[src/lpd_pkg.sv]
// Shared types and constants of the length-prefixed deframer.
`default_nettype none
package lpd_pkg;

  localparam int HEADER_BYTES = 4;
  localparam logic [31:0] MAX_FRAME_RESET = 32'd104857600;
  localparam logic [31:0] BASE_RESET = 32'h1000_0000;

  typedef enum logic [2:0] {
    ST_HEADER  = 3'd0,
    ST_STORED  = 3'd1,
    ST_DISCARD = 3'd2,
    ST_BADLEN  = 3'd3,
    ST_RESTART = 3'd4
  } status_t;

  typedef enum logic {
    CFG_MAX_FRAME = 1'b0,
    CFG_BASE      = 1'b1
  } cfg_index_t;

endpackage
`default_nettype wire

[src/length_prefixed_deframer_top.sv]
// Top level of the length-prefixed deframer: header decode and payload addressing.
//
// The input channel carries one stream byte or a restart marker per transaction,
// accepted when byte_valid is high and byte_stall is low. Each accepted
// transaction yields exactly one result transaction on the output channel,
// accepted when result_valid is high and result_stall is low.
// The first bytes form a big-endian length. A zero length or one above
// max_frame_bytes reports a bad length and header collection starts over.
// The payload bytes then leave with store_addr set to buffer_base plus the
// running count, and the last one raises frame_done.
// Each result is held in a single output register. The block takes one
// byte every cycle while the output moves; the state update and the result
// are both computed from the accepted byte ahead of the output register.
// When the receiver stalls with a result held, byte_stall rises in the same
// cycle and the held result does not change.
// The configuration port is always ready and should be written only while idle.
// Reset restores both registers to their defaults, clears the decoder state,
// and empties the output register.
`default_nettype none
module length_prefixed_deframer_top (
  input  wire logic                 clk,
  input  wire logic                 rst,
  input  wire logic                 byte_valid,
  output logic                      byte_stall,
  input  wire logic                 req_type,
  input  wire logic [7:0]           data_byte,
  output logic                      result_valid,
  input  wire logic                 result_stall,
  output lpd_pkg::status_t          status,
  output logic                      store_valid,
  output logic [31:0]               store_addr,
  output logic [7:0]                store_data,
  output logic [31:0]               frame_length,
  output logic                      frame_done,
  input  wire logic                 cfg_valid,
  output logic                      cfg_ready,
  input  wire logic                 cfg_index,
  input  wire logic [31:0]          cfg_data
);
  import lpd_pkg::*;

  typedef enum logic [1:0] {
    PH_HEADER  = 2'd0,
    PH_PAYLOAD = 2'd1,
    PH_DISCARD = 2'd2
  } phase_t;

  phase_t      phase;
  phase_t      phase_next;
  logic [2:0]  header_count;
  logic [2:0]  header_count_next;
  logic [31:0] length_shift;
  logic [31:0] length_shift_next;
  logic [31:0] payload_count;
  logic [31:0] payload_count_next;
  logic [31:0] max_frame_bytes;
  logic [31:0] buffer_base;

  status_t     status_next;
  logic        store_valid_next;
  logic [31:0] store_addr_next;
  logic [7:0]  store_data_next;
  logic [31:0] frame_length_next;
  logic        frame_done_next;

  logic        accept;
  logic [2:0]  header_inc;
  logic [31:0] shifted;
  logic        header_complete;
  logic [31:0] count_inc;

  assign byte_stall = result_valid && result_stall;
  assign accept     = byte_valid && !byte_stall;
  assign cfg_ready  = 1'b1;

  assign header_inc      = header_count + 3'd1;
  assign shifted         = {length_shift[23:0], data_byte};
  assign header_complete = (header_inc == 3'd0) || ({1'b0, header_inc} >= 4'(HEADER_BYTES));
  assign count_inc       = payload_count + 32'd1;

  always_comb begin
    phase_next         = phase;
    header_count_next  = header_count;
    length_shift_next  = length_shift;
    payload_count_next = payload_count;
    status_next        = ST_DISCARD;
    store_valid_next   = 1'b0;
    store_addr_next    = '0;
    store_data_next    = '0;
    frame_length_next  = '0;
    frame_done_next    = 1'b0;
    if (req_type) begin
      phase_next         = PH_HEADER;
      header_count_next  = '0;
      length_shift_next  = '0;
      payload_count_next = '0;
      status_next        = ST_RESTART;
    end else begin
      case (phase)
        PH_HEADER: begin
          length_shift_next = shifted;
          header_count_next = header_inc;
          status_next       = ST_HEADER;
          if (header_complete) begin
            frame_length_next  = shifted;
            header_count_next  = '0;
            payload_count_next = '0;
            if ((shifted == 32'd0) || (shifted > max_frame_bytes)) begin
              phase_next        = PH_HEADER;
              length_shift_next = '0;
              status_next       = ST_BADLEN;
            end else begin
              phase_next = PH_PAYLOAD;
            end
          end
        end
        PH_PAYLOAD: begin
          payload_count_next = count_inc;
          status_next        = ST_STORED;
          store_valid_next   = 1'b1;
          store_addr_next    = buffer_base + payload_count;
          store_data_next    = data_byte;
          frame_length_next  = length_shift;
          if (count_inc == length_shift) begin
            frame_done_next = 1'b1;
            phase_next      = PH_DISCARD;
          end
        end
        default: begin
          status_next       = ST_DISCARD;
          frame_length_next = length_shift;
        end
      endcase
    end
  end

  always_ff @(posedge clk) begin
    if (rst) begin
      phase           <= PH_HEADER;
      header_count    <= '0;
      length_shift    <= '0;
      payload_count   <= '0;
      max_frame_bytes <= MAX_FRAME_RESET;
      buffer_base     <= BASE_RESET;
      result_valid    <= 1'b0;
    end else begin
      if (cfg_valid && cfg_ready) begin
        case (cfg_index_t'(cfg_index))
          CFG_MAX_FRAME: max_frame_bytes <= cfg_data;
          CFG_BASE:      buffer_base     <= cfg_data;
          default:       buffer_base     <= buffer_base;
        endcase
      end
      if (accept) begin
        phase         <= phase_next;
        header_count  <= header_count_next;
        length_shift  <= length_shift_next;
        payload_count <= payload_count_next;
        result_valid  <= 1'b1;
      end else if (!result_stall) begin
        result_valid <= 1'b0;
      end
    end
  end

  always_ff @(posedge clk) begin
    if (accept) begin
      status       <= status_next;
      store_valid  <= store_valid_next;
      store_addr   <= store_addr_next;
      store_data   <= store_data_next;
      frame_length <= frame_length_next;
      frame_done   <= frame_done_next;
    end
  end

endmodule
`default_nettype wire

[config.mk]
export PLATFORM = sky130hd
export DESIGN_NAME = length_prefixed_deframer_top
export DESIGN_NICKNAME = d
export VERILOG_FILES = /design/src/lpd_pkg.sv /design/src/length_prefixed_deframer_top.sv
export SDC_FILE = /design/constraint.sdc
export NUM_CORES = 1
export LEC_CHECK = 0
export ABC_AREA = 1
export BUFFER_PORTS_ARGS = -buffer_cell sky130_fd_sc_hd__buf_4
export CAP_MARGIN = 20
export CELL_PAD_IN_SITES_DETAIL_PLACEMENT = 0
export CELL_PAD_IN_SITES_GLOBAL_PLACEMENT = 1
export CORE_MARGIN = 2
export CORE_UTILIZATION = 44
export DETAILED_ROUTE_END_ITERATION = 10
export PLACE_DENSITY_LB_ADDON = 0.15
export SYNTH_ARGS = -nofsm -noshare
export SYNTH_HDL_FRONTEND = slang
export SYNTH_SLANG_ARGS = --single-unit
[constraint.sdc]
create_clock -name clk -period 7 [get_ports clk]
set_clock_uncertainty 0.15 [all_clocks]
set_input_delay 0 -clock clk [delete_from_list [all_inputs] [get_ports clk]]
set_output_delay 0 -clock clk [all_outputs]
set_load 0.02 [all_outputs]
==> results.txt, run 1 <==
Outcome: finished, final reports clean
Crit. End Element: flip-flop
Pwr dens: 216 mW/mm^2
Setup ws final: 3.67 ns
Root Buffer Master: clkbuf_16
Worst slack, placed: 3.78 ns
Crit path arrival time: 3.61 ns
Post-synth EDFFs: 77
# port buffers: 125
Slew @ Worst Pin: 1.08 ns
Final Util: 54.9%
Comb pwr share: 11.1%
Setup CP Type: flip-flop to flip-flop
Number of global-route vias before repair: 10600
Starting Density: 44.6%
Max VDD drop: 166 uV
R2R cell count: 10
Clk sink count: 211
Sequential share of the synthesized area: 41.8%
Core Area: 0.0268 sq mm
Synthesis-to-layout area growth: 23.2%
Sequential Area: 0.00499 sq mm
DR DRC count: 0
FILL cells: 2549
Die Wd: 169 microns
Ant diodes: 0
# nets final: 1885
CTS tree: built
Top cell type's share of synthesized area: 22.4%
CTS buffer count: 25
Total negative slack: 0 ns
Syn nets: 1719
Multi-input logic area: 0.00609 sq mm
Reg power frac: 42.8%
Delay of the slowest critical-path stage: 0.65 ns
Post-synth top flop: dfxtp_1
Leakage power: 6.07 nW
Gpl congestion: 0.949
Top cells by area, synth: dfxtp_1, edfxtp_1, nand2_1
Post_cts resized: 0
Startpoint types: flip-flop
Worst-skew pair later-pin latency: 0.55 ns
Warnings from Yosys: 0
Mean Syn Cell Area: 7.45 sq um
Synth area leader: dfxtp_1
DR pass1 iterations: 7
Area of the die: 0.0285 sq mm
GRT overflow: 0
Delay-heaviest family, CP: simple AND/OR/NAND/NOR gates
Post-synthesis register bit count: 211
Endpoints failing setup: 0
H-tree depth: 1
Hold Vio Cnt, Final: 0
Most common cell after layout, fill and taps aside: nand2_1
Largest net degree at the start of global routing: 78
Commonest cells after routing, fill and taps aside: nand2_1, nor2_1, a21oi_1
RSZ-0062 raised after global routing: no
First-pass GRT wire length: 62.5 mm
Post-synth ARST share: 0%
Crit path time final: 3.33 ns
Starting DRT DRC Count: 1014
Psw: 0.000832 W
Levels on crit path: 10
Die height: 169 microns
Slew HR: 27.5%
Crit path max-delay cell type: nor4_1
CP required: 7.28 ns
Fmax achieved: 300 MHz
Max FO, Critical Path: 32
Mean routed wirelength per cell: 19.6 microns
Slew Limit Fails: 0
Part of the cycle the worst path needs: 47.6%
Share of cells above drive strength 1: 11.6%
Sw frac: 26.2%
HP Class: primary input to flip-flop
Via density: 5.55
FP Rows: 60
Clk pwr share: 46.1%
Count of cell types in the netlist: 46
Max Root-Sink Buffers: 3
Post-DP HPWL: 31.1 mm
Worst hold path depth: 4
Critical path buffer and inverter count: 3
Syn Inst Count: 1605
Worst-path clk slew: 0.06 ns
Io pins: 127
Initial antenna violation count: 0
ANT nets after route: 0
Synthesized area: 0.0120 sq mm
Gr usage total: 28.7%
Total power: 0.00318 W
Crit path cell chain: inv_1, nand4_1, nor4_1, nand4_1, nand2_1, nand2_1, buf_16, nand3_1, a21oi_1, dlygate4sd3_1
Maxcap violations: 0
WL final: 41.7 mm
P_int: 0.00235 W
Vias: 11800
[tightest hold or removal path, cell delays in order]
cell	delay [ns]
dlygate4sd3_1	0.54
buf_4	0.13
nand2_1	0.05
nand3_1	0.05
[cell usage after synthesis (4+ instances only)]
master	count
dfxtp_1	134
nand3_1	134
o21ai_1	6
inv_1	171
ha_1	66
xor2_1	5
o22ai_1	7
clkbuf_1	48
clkinv_1	4
nand4_1	18
nand2_1	354
nor3_1	9
edfxtp_1	77
nor2_2	5
a21oi_1	178
a31oi_1	4
nor2_4	8
nand2_2	8
o21ai_0	95
o211ai_1	5
o21a_1	11
o32ai_1	25
nor2_1	183
nor4_1	5
[state kept, by name, indices dropped and copies added (netlist names), 3 cells and up]
register and cells:
store_addr 32, buffer_base 32, store_data 8, frame_length 32
length_shift 32, payload_count 32, max_frame_bytes 32, header_count 3
status 3
[path summary, 6_finish.rpt]
check,endpoint,slack [ns],startpoint
worst max-delay path,length_shift[7]$_SDFFE_PP0P_,3.67,length_shift[4]$_SDFFE_PP0P_
worst min register to register,max_frame_bytes[4]$_SDFFE_PP0P_,0.31,max_frame_bytes[4]$_SDFFE_PP0P_
worst max register to register,length_shift[7]$_SDFFE_PP0P_,3.67,length_shift[4]$_SDFFE_PP0P_
worst min-delay path,buffer_base[28]$_SDFFE_PP1P_,0.1,cfg_data[28]
[layer usage]
layer / part of all wire [%] / track usage, %
met3: 8.2 / 5.45
met4: 2.7 / 7.57
met5: 0 / 0
met2: 44 / 45.2
met1: 45 / 40.4
[timing repair]
| action | CTS | global route |
|---|---|---|
| setup buffers | 0 | 0 |
| hold endpoints to repair | 173 | 0 |
| hold buffers | 61 | 0 |
[kinds of logic after synthesis]
kind of cell    count (synthesis)  synth area share (%)
simple gates                  735                  26.5
compound gates                350                  16.4
buf+inv                       232                  7.35
flops                         211                  41.8
fa+ha+maj                      67                  7.08
xor+xnor                        9                 0.890
other cells                     1                0.0314
[metrics by stage]
stage	area [sq um]	hold WS (ns)	std cells
CTS	14700	0.0639	2130
detailed placement	13200	0.0812	2023
finish	14700	0.0968	2131
global route	14700	0.119	2131
floorplan	12000	-0.0511	1605
global placement	13200	0.0801	2023
[power by group through the flow]
stage,logic [W],registers [W],clock network [W]
floorplan,0.000166,0.00140,0
global placement,0.000319,0.00139,0
detailed placement,0.000321,0.00139,0
CTS,0.000349,0.00136,0.00149
global route,0.000385,0.00136,0.00153
finish,0.000352,0.00136,0.00147
[layout make-up]
type                            count  area share, %
Clock buffer                       27           4.37
Clock inverter                     19           1.89
Inverter                          178           4.54
Multi-Input combinational cell   1162           41.4
Sequential cell                   211           33.9
Tap cell                          341           2.90
Timing Repair Buffer              193           11.0
Note: power is estimated with default switching activity, not from simulation.
==> run 2, diff against run 1 <==
--- a/config.mk
+++ b/config.mk
@@ -11,7 +11,7 @@
 export CELL_PAD_IN_SITES_DETAIL_PLACEMENT = 0
 export CELL_PAD_IN_SITES_GLOBAL_PLACEMENT = 1
 export CORE_MARGIN = 2
-export CORE_UTILIZATION = 44
+export CORE_UTILIZATION = 39
 export DETAILED_ROUTE_END_ITERATION = 10
 export PLACE_DENSITY_LB_ADDON = 0.15
 export SYNTH_ARGS = -nofsm -noshare
==> constraint.sdc (replaced) <==
create_clock -name clk -period 2.8 [get_ports clk]
set_clock_uncertainty 0.15 [all_clocks]
set_input_delay 0 -clock clk [delete_from_list [all_inputs] [get_ports clk]]
set_output_delay 0 -clock clk [all_outputs]
set_load 0.02 [all_outputs]
==> results.txt, run 2 (same netlist as run 1, synthesis figures left out) <==
Outcome: finished, final reports clean (unchanged)
FP Rows: 64 (was 60)
Leakage power: 6.34 nW (was 6.07 nW)
Slew Limit Fails: 0 (unchanged)
Starting Density: 39.4% (was 44.6%)
Endpoints failing setup: 0 (unchanged)
Die height: 179 microns (was 169 microns)
Setup CP Type: flip-flop to flip-flop (unchanged)
CP required: 2.93 ns (was 7.28 ns)
Pwr dens: 527 mW/mm^2 (was 216 mW/mm^2)
Number of global-route vias before repair: 10700 (was 10600)
Part of the cycle the worst path needs: 93.6% (was 47.6%)
Max Root-Sink Buffers: 3 (unchanged)
Cell area after placement: 0.0136 sq mm (was 0.0132 sq mm)
Final Util: 50.4% (was 54.9%)
Mean routed wirelength per cell: 19.1 microns (was 19.6 microns)
R2R cell count: 11 (was 10)
# port buffers: 125 (unchanged)
Vias: 11700 (was 11800)
Worst hold path depth: 4 (unchanged)
GRT overflow: 0 (unchanged)
Slew @ Worst Pin: 0.943 ns (was 1.08 ns)
Ant diodes: 0 (unchanged)
Core Area: 0.0303 sq mm (was 0.0268 sq mm)
Worst R2R Setup Slack: 0.18 ns (was 3.67 ns)
Crit path arrival time: 2.75 ns (was 3.61 ns)
Commonest cells after routing, fill and taps aside: nand2_1, buf_4, nor2_1, a21oi_1, inv_1 (was nand2_1, nor2_1, a21oi_1)
Post-DP HPWL: 32.2 mm (was 31.1 mm)
Worst Hold Launch: cfg_data[13] (was cfg_data[28])
Via density: 5.25 (was 5.55)
Reg2Reg Launch Point: payload_count[2]$_SDFFE_PP0P_ (was length_shift[4]$_SDFFE_PP0P_)
Hold Vio Cnt, Final: 0 (unchanged)
Most common cell after layout, fill and taps aside: nand2_1 (unchanged)
RSZ-0062 raised after global routing: no (unchanged)
Root Buffer Master: clkbuf_16 (unchanged)
Crit path time final: 2.62 ns (was 3.33 ns)
Initial antenna violation count: 0 (unchanged)
Largest net degree at the start of global routing: 78 (unchanged)
DR DRC count: 0 (unchanged)
Fmax achieved: 382 MHz (was 300 MHz)
Delay of the slowest critical-path stage: 0.34 ns (was 0.65 ns)
Crit path max-delay cell type: ha_1 (was nor4_1)
Startpoint types: flip-flop (unchanged)
Die Wd: 179 microns (was 169 microns)
Worst-path clk slew: 0.06 ns (about the same)
Crit path cell chain: ha_1, a21oi_1, o21a_1, o21ai_1, a21oi_1, o21ai_2, buf_4, nand4_1, nand2_1, o21ai_0, a21oi_1 (was inv_1, nand4_1, nor4_1, nand4_1, nand2_1, nand2_1, buf_16, nand3_1, a21oi_1, dlygate4sd3_1)
Crit. End Element: flip-flop (unchanged)
Min-Delay Endpoint: buffer_base[13]$_SDFFE_PP0P_ (was buffer_base[28]$_SDFFE_PP1P_)
Gpl congestion: 0.909 (was 0.949)
Non-Filler Cell Area, Final: 0.0153 sq mm (was 0.0147 sq mm)
Slew HR: 36.5% (was 27.5%)
Max VDD drop: 452 uV (was 166 uV)
Area of the die: 0.0321 sq mm (was 0.0285 sq mm)
Synthesis-to-layout area growth: 28.0% (was 23.2%)
ANT nets after route: 0 (unchanged)
First-pass GRT wire length: 63.6 mm (was 62.5 mm)
Worst-skew pair later-pin latency: 0.55 ns (about the same)
CTS buffer count: 26 (was 25)
H-tree depth: 1 (unchanged)
Most frequent CP cell: a21oi_1
HP Class: primary input to flip-flop (unchanged)
CTS tree: built (unchanged)
Share of cells above drive strength 1: 15.4% (was 11.6%)
DR pass1 iterations: 5 (was 7)
Total negative slack: 0 ns (unchanged)
Io pins: 127 (unchanged)
Maxcap violations: 0 (unchanged)
# nets final: 1934 (was 1885)
Clk sink count: 211 (unchanged)
Max FO, Critical Path: 4 (was 32)
WL final: 42.7 mm (was 41.7 mm)
Gr usage total: 26.5% (was 28.7%)
Capturing point of the worst reg2reg path: store_addr[27]$_SDFFCE_PN0P_ (was length_shift[7]$_SDFFE_PP0P_)
Starting DRT DRC Count: 1203 (was 1014)
run 2: changes by cell type in the layout (fill, tap and decap cells not counted), moves of 3 or more:
cell	delta
buf_4	+46
clkbuf_16	+3
dfxtp_1	-7
dfxtp_2	+6
nor2_1	-5
nor2_2	+6
run 2: worst max path at each step:
stage / from / to / slack [ns]
6_report: payload_count[2]$_SDFFE_PP0P_ / store_addr[27]$_SDFFCE_PN0P_ / 0.18
5_1_grt: max_frame_bytes[23]$_SDFFE_PP0P_ / length_shift[4]$_SDFFE_PP0P_ / 0.002
4_1_cts: payload_count[1]$_SDFFE_PP0P_ / store_addr[24]$_SDFFCE_PN0P_ / 0.02
3_5_place_dp: buffer_base[0]$_SDFFE_PP0P_ / store_addr[24]$_SDFFCE_PN0P_ / 0.02
3_3_place_gp: payload_count[1]$_SDFFE_PP0P_ / store_addr[24]$_SDFFCE_PN0P_ / 0.06
2_1_floorplan: result_valid$_SDFFE_PP0P_ / payload_count[2]$_SDFFE_PP0P_ / -0.07
run 2: report_power, final:
part	internal, W	total [W]	leakage, nW	switching, W
Clock	0.00235	0.00375	0.471	0.00140
Combinational	0.000347	0.000931	3.99	0.000584
Sequential	0.00331	0.00339	1.88	0.0000785
run 2: final cells by class:
type,instances,area (sq um)
clock buffers,33,749
clock inverters,15,208
fillers,3038,15000
inverters,178,674
multi-input cells,1162,6160
flip-flops and latches,211,5010
well taps,396,495
repair buffers,241,2010
run 2: what timing repair did:
item / in CTS / in global routing
resized for setup: 0 / 23
buffers inserted: 0 / 2
hold buffers: 59 / 1
endpoints found under the setup margin: 0 / 16
endpoints found under the hold margin: 142 / 8
run 2: per-stage QoR:
stage | worst slack (ns) | hold slack (ns) | total power, W | cells
floorplan | -0.0701 | -0.0511 | 0.00393 | 1605
CTS | 0.0191 | 0.115 | 0.00812 | 2232
global placement | 0.0587 | 0.0715 | 0.00430 | 2125
global route | 0.00224 | 0.153 | 0.00836 | 2236
detailed placement | 0.0176 | 0.0774 | 0.00431 | 2125
finish | 0.180 | 0.129 | 0.00807 | 2236
run 2: worst max-delay path: cells and delay by family, from the launching register on:
| kind | cells | cell delay (ns) |
|---|---|---|
| AO/OA/AOI/OAI | 7 | 1.14 |
| AND/OR/NAND/NOR | 2 | 0.22 |
| buffers and inverters | 1 | 0.16 |
| adder cells (fa/ha/maj) | 1 | 0.34 |
| flip-flops | 1 | 0.32 |
run 2: layer usage:
layer  part of all wire (%)  track usage (%)  vias to the layer above
met5                      0                0                        -
met4                    2.1             5.59                        0
met3                    7.0             3.82                       60
met2                     45             41.8                      358
met1                     46             38.4                     5463
li1                       -                -                     5852
==> run 3, diff against run 2 <==
--- a/config.mk
+++ b/config.mk
@@ -10,6 +10,7 @@
 export CAP_MARGIN = 20
 export CELL_PAD_IN_SITES_DETAIL_PLACEMENT = 0
 export CELL_PAD_IN_SITES_GLOBAL_PLACEMENT = 1
+export CORE_ASPECT_RATIO = 1.4
 export CORE_MARGIN = 2
 export CORE_UTILIZATION = 39
 export DETAILED_ROUTE_END_ITERATION = 10
==> results.txt, run 3 (same netlist as run 1, synthesis figures left out) <==
Outcome: finished, final reports clean (unchanged)
Critical path buffer and inverter count: 2 (was 1)
HP Class: primary input to flip-flop (unchanged)
Gpl congestion: 0.899 (was 0.909)
H-tree depth: 1 (unchanged)
Delay-heaviest family, CP: simple AND/OR/NAND/NOR gates (was compound AO/OA/AOI/OAI gates)
Root Buffer Master: clkbuf_16 (unchanged)
Vias: 11800 (was 11700)
GRT overflow: 0 (unchanged)
Part of the cycle the worst path needs: 94.9% (was 93.6%)
Worst Hold Launch: cfg_valid (was cfg_data[13])
Max VDD drop: 479 uV (was 452 uV)
Gr usage total: 28.2% (was 26.5%)
Max FO, Critical Path: 6 (was 4)
Reg power frac: 45.7% (was 42.0%)
Starting DRT DRC Count: 796 (was 1203)
Post-DP HPWL: 35.1 mm (was 32.2 mm)
Non-Filler Cell Area, Final: 0.0151 sq mm (was 0.0153 sq mm)
CTS tree: built (unchanged)
Critical path launch point: payload_count[0]$_SDFFE_PP0P_ (was payload_count[2]$_SDFFE_PP0P_)
Worst-path clk slew: 0.06 ns (about the same)
Leakage power: 6.30 nW (was 6.34 nW)
FILL cells: 3036 (was 3038)
Synthesis-to-layout area growth: 26.6% (was 28.0%)
DR pass1 iterations: 7 (was 5)
Most common cell after layout, fill and taps aside: nand2_1 (unchanged)
Worst-skew pair later-pin latency: 0.54 ns (was 0.55 ns)
CP required: 3.03 ns (was 2.93 ns)
Die Wd: 152 microns (was 179 microns)
Slew HR: 27.1% (was 36.5%)
Die height: 211 microns (was 179 microns)
Fmax achieved: 376 MHz (was 382 MHz)
Startpoint types: flip-flop (unchanged)
Setup CP Type: flip-flop to flip-flop (unchanged)
Crit path cell chain: buf_4, ha_4, nand2_2, nor2_4, nand2_4, nor2_4, buf_4, nand3_1, nand3_2, nand2_1, nor2_1, nand2_1, nor2_2, nand3_2, nand2_1, nand2_1, nand2_1, a21oi_2 (was ha_1, a21oi_1, o21a_1, o21ai_1, a21oi_1, o21ai_2, buf_4, nand4_1, nand2_1, o21ai_0, a21oi_1)
FP Rows: 75 (was 64)
Largest net degree at the start of global routing: 78 (unchanged)
Number of global-route vias before repair: 11700 (was 10700)
Cell area after placement: 0.0137 sq mm (was 0.0136 sq mm)
Crit path max-delay cell type: dfxtp_1 (was ha_1)
Io pins: 127 (unchanged)
P_int: 0.00539 W (was 0.00600 W)
Most frequent CP cell: nand2_1 (was a21oi_1)
Sw frac: 27.2% (was 25.6%)
Initial antenna violation count: 0 (unchanged)
Mean routed wirelength per cell: 20.6 microns (was 19.1 microns)
Slew Limit Fails: 0 (unchanged)
Slew @ Worst Pin: 1.08 ns (was 0.943 ns)
Area of the die: 0.0321 sq mm (about the same)
Hold Vio Cnt, Final: 0 (unchanged)
Reg2Reg Launch Point: payload_count[0]$_SDFFE_PP0P_ (was payload_count[2]$_SDFFE_PP0P_)
Maxcap violations: 0 (unchanged)
# nets final: 1943 (was 1934)
Starting Density: 39.8% (was 39.4%)
RSZ-0062 raised after global routing: yes (was no)
Comb pwr share: 12.8% (was 11.5%)
Share of cells above drive strength 1: 16.1% (was 15.4%)
Commonest cells after routing, fill and taps aside: nand2_1, buf_4, a21oi_1 (was nand2_1, buf_4, nor2_1, a21oi_1, inv_1)
Delay of the slowest critical-path stage: 0.33 ns (was 0.34 ns)
CTS buffer count: 24 (was 26)
Max Root-Sink Buffers: 3 (unchanged)
Core Area: 0.0300 sq mm (was 0.0303 sq mm)
Worst hold slack: 0.0643 ns (was 0.129 ns)
Pwr dens: 489 mW/mm^2 (was 527 mW/mm^2)
First-pass GRT wire length: 68.9 mm (was 63.6 mm)
Crit. End Element: flip-flop (unchanged)
ANT nets after route: 0 (unchanged)
Endpoints failing setup: 0 (unchanged)
Crit path time final: 2.66 ns (was 2.62 ns)
# port buffers: 125 (unchanged)
Psw: 0.00201 W (was 0.00206 W)
Clk pwr share: 41.5% (was 46.4%)
Crit path arrival time: 2.89 ns (was 2.75 ns)
WL final: 45.8 mm (was 42.7 mm)
Clk sink count: 211 (unchanged)
DR DRC count: 0 (unchanged)
Via density: 5.30 (was 5.25)
-- run 3: cell types whose count changed in the layout (fill, tap and decap cells not counted), sizes merged --
cell	previous run	this run
clkinv	13	12
buf	181	199
inv	174	175
bufinv	5	0
diode	0	1
clkbuf	33	31
dlygate4sd3	60	53
-- run 3: timing repair --
action	CTS	global route
endpoints found under the setup margin	1	13
gates resized for setup	1	22
cloned	0	0
endpoints found under the hold margin	117	0
pin swaps	0	6
hold buffers	53	0
setup buffers	0	6
-- run 3: metal layers --
| metal | up-vias | GRT usage, % | share of wire, % |
|---|---|---|---|
| met3 | 124 | 3.16 | 4.1 |
| met1 | 5458 | 31.5 | 38 |
| li1 | 5874 | - | - |
| met2 | 365 | 50.0 | 50 |
| met4 | 0 | 20.2 | 7.9 |
| met5 | - | 0 | 0 |
-- run 3: worst paths after layout --
| check | cells past startpoint | end | slack (ns) |
|---|---|---|---|
| hold reg to reg | 2 | max_frame_bytes[15]$_SDFFE_PP0P_ | 0.31 |
| hold / removal | 4 | buffer_base[14]$_SDFFE_PP0P_ | 0.06 |
| setup / recovery | 18 | phase[1]$_SDFFE_PP0P_ | 0.14 |
| setup reg to reg | 18 | phase[1]$_SDFFE_PP0P_ | 0.14 |
-- run 3: tightest hold or removal path, delay by kind of cell --
kind	cells	cell delay, ns
AOI/OAI and AO/OA	1	0.27
buffers and inverters	1	0.10
and+or+nand+nor	2	0.33
-- run 3: stage by stage --
| stage | TNS [ns] | utilization (%) | power [W] | worst slack [ns] | std cells |
|---|---|---|---|---|---|
| after global routing | -0.0514 | 50.4 | 0.00768 | -0.0203 | 2229 |
| after detailed placement | -0.0569 | 45.7 | 0.00433 | -0.0569 | 2128 |
| after CTS | 0 | 50.0 | 0.00746 | 0.00609 | 2222 |
| after global placement | 0 | 45.7 | 0.00432 | 0.0628 | 2128 |
| final | 0 | 50.4 | 0.00740 | 0.143 | 2230 |
| after floorplan | -2.05 | - | 0.00393 | -0.0701 | 1605 |
-- run 3: cell type report --
cell class	instances	area, sq um	area share, %
multi-input combinational	1162	6160	40.7
sequential	211	5010	33.1
antenna	1	2.50	0.0165
tap	385	482	3.18
clock inverter	10	65.1	0.430
timing repair buffer	252	2060	13.6
inverter	178	674	4.46
clock buffer	31	688	4.55
-- run 3: power groups by stage --
stage	logic, W	clock network [W]	registers, W
3_5_place_dp	0.000877	0	0.00345
6_report	0.000949	0.00307	0.00338
3_3_place_gp	0.000869	0	0.00345
5_1_grt	0.00103	0.00325	0.00339
4_1_cts	0.000940	0.00314	0.00338
2_1_floorplan	0.000433	0	0.00350
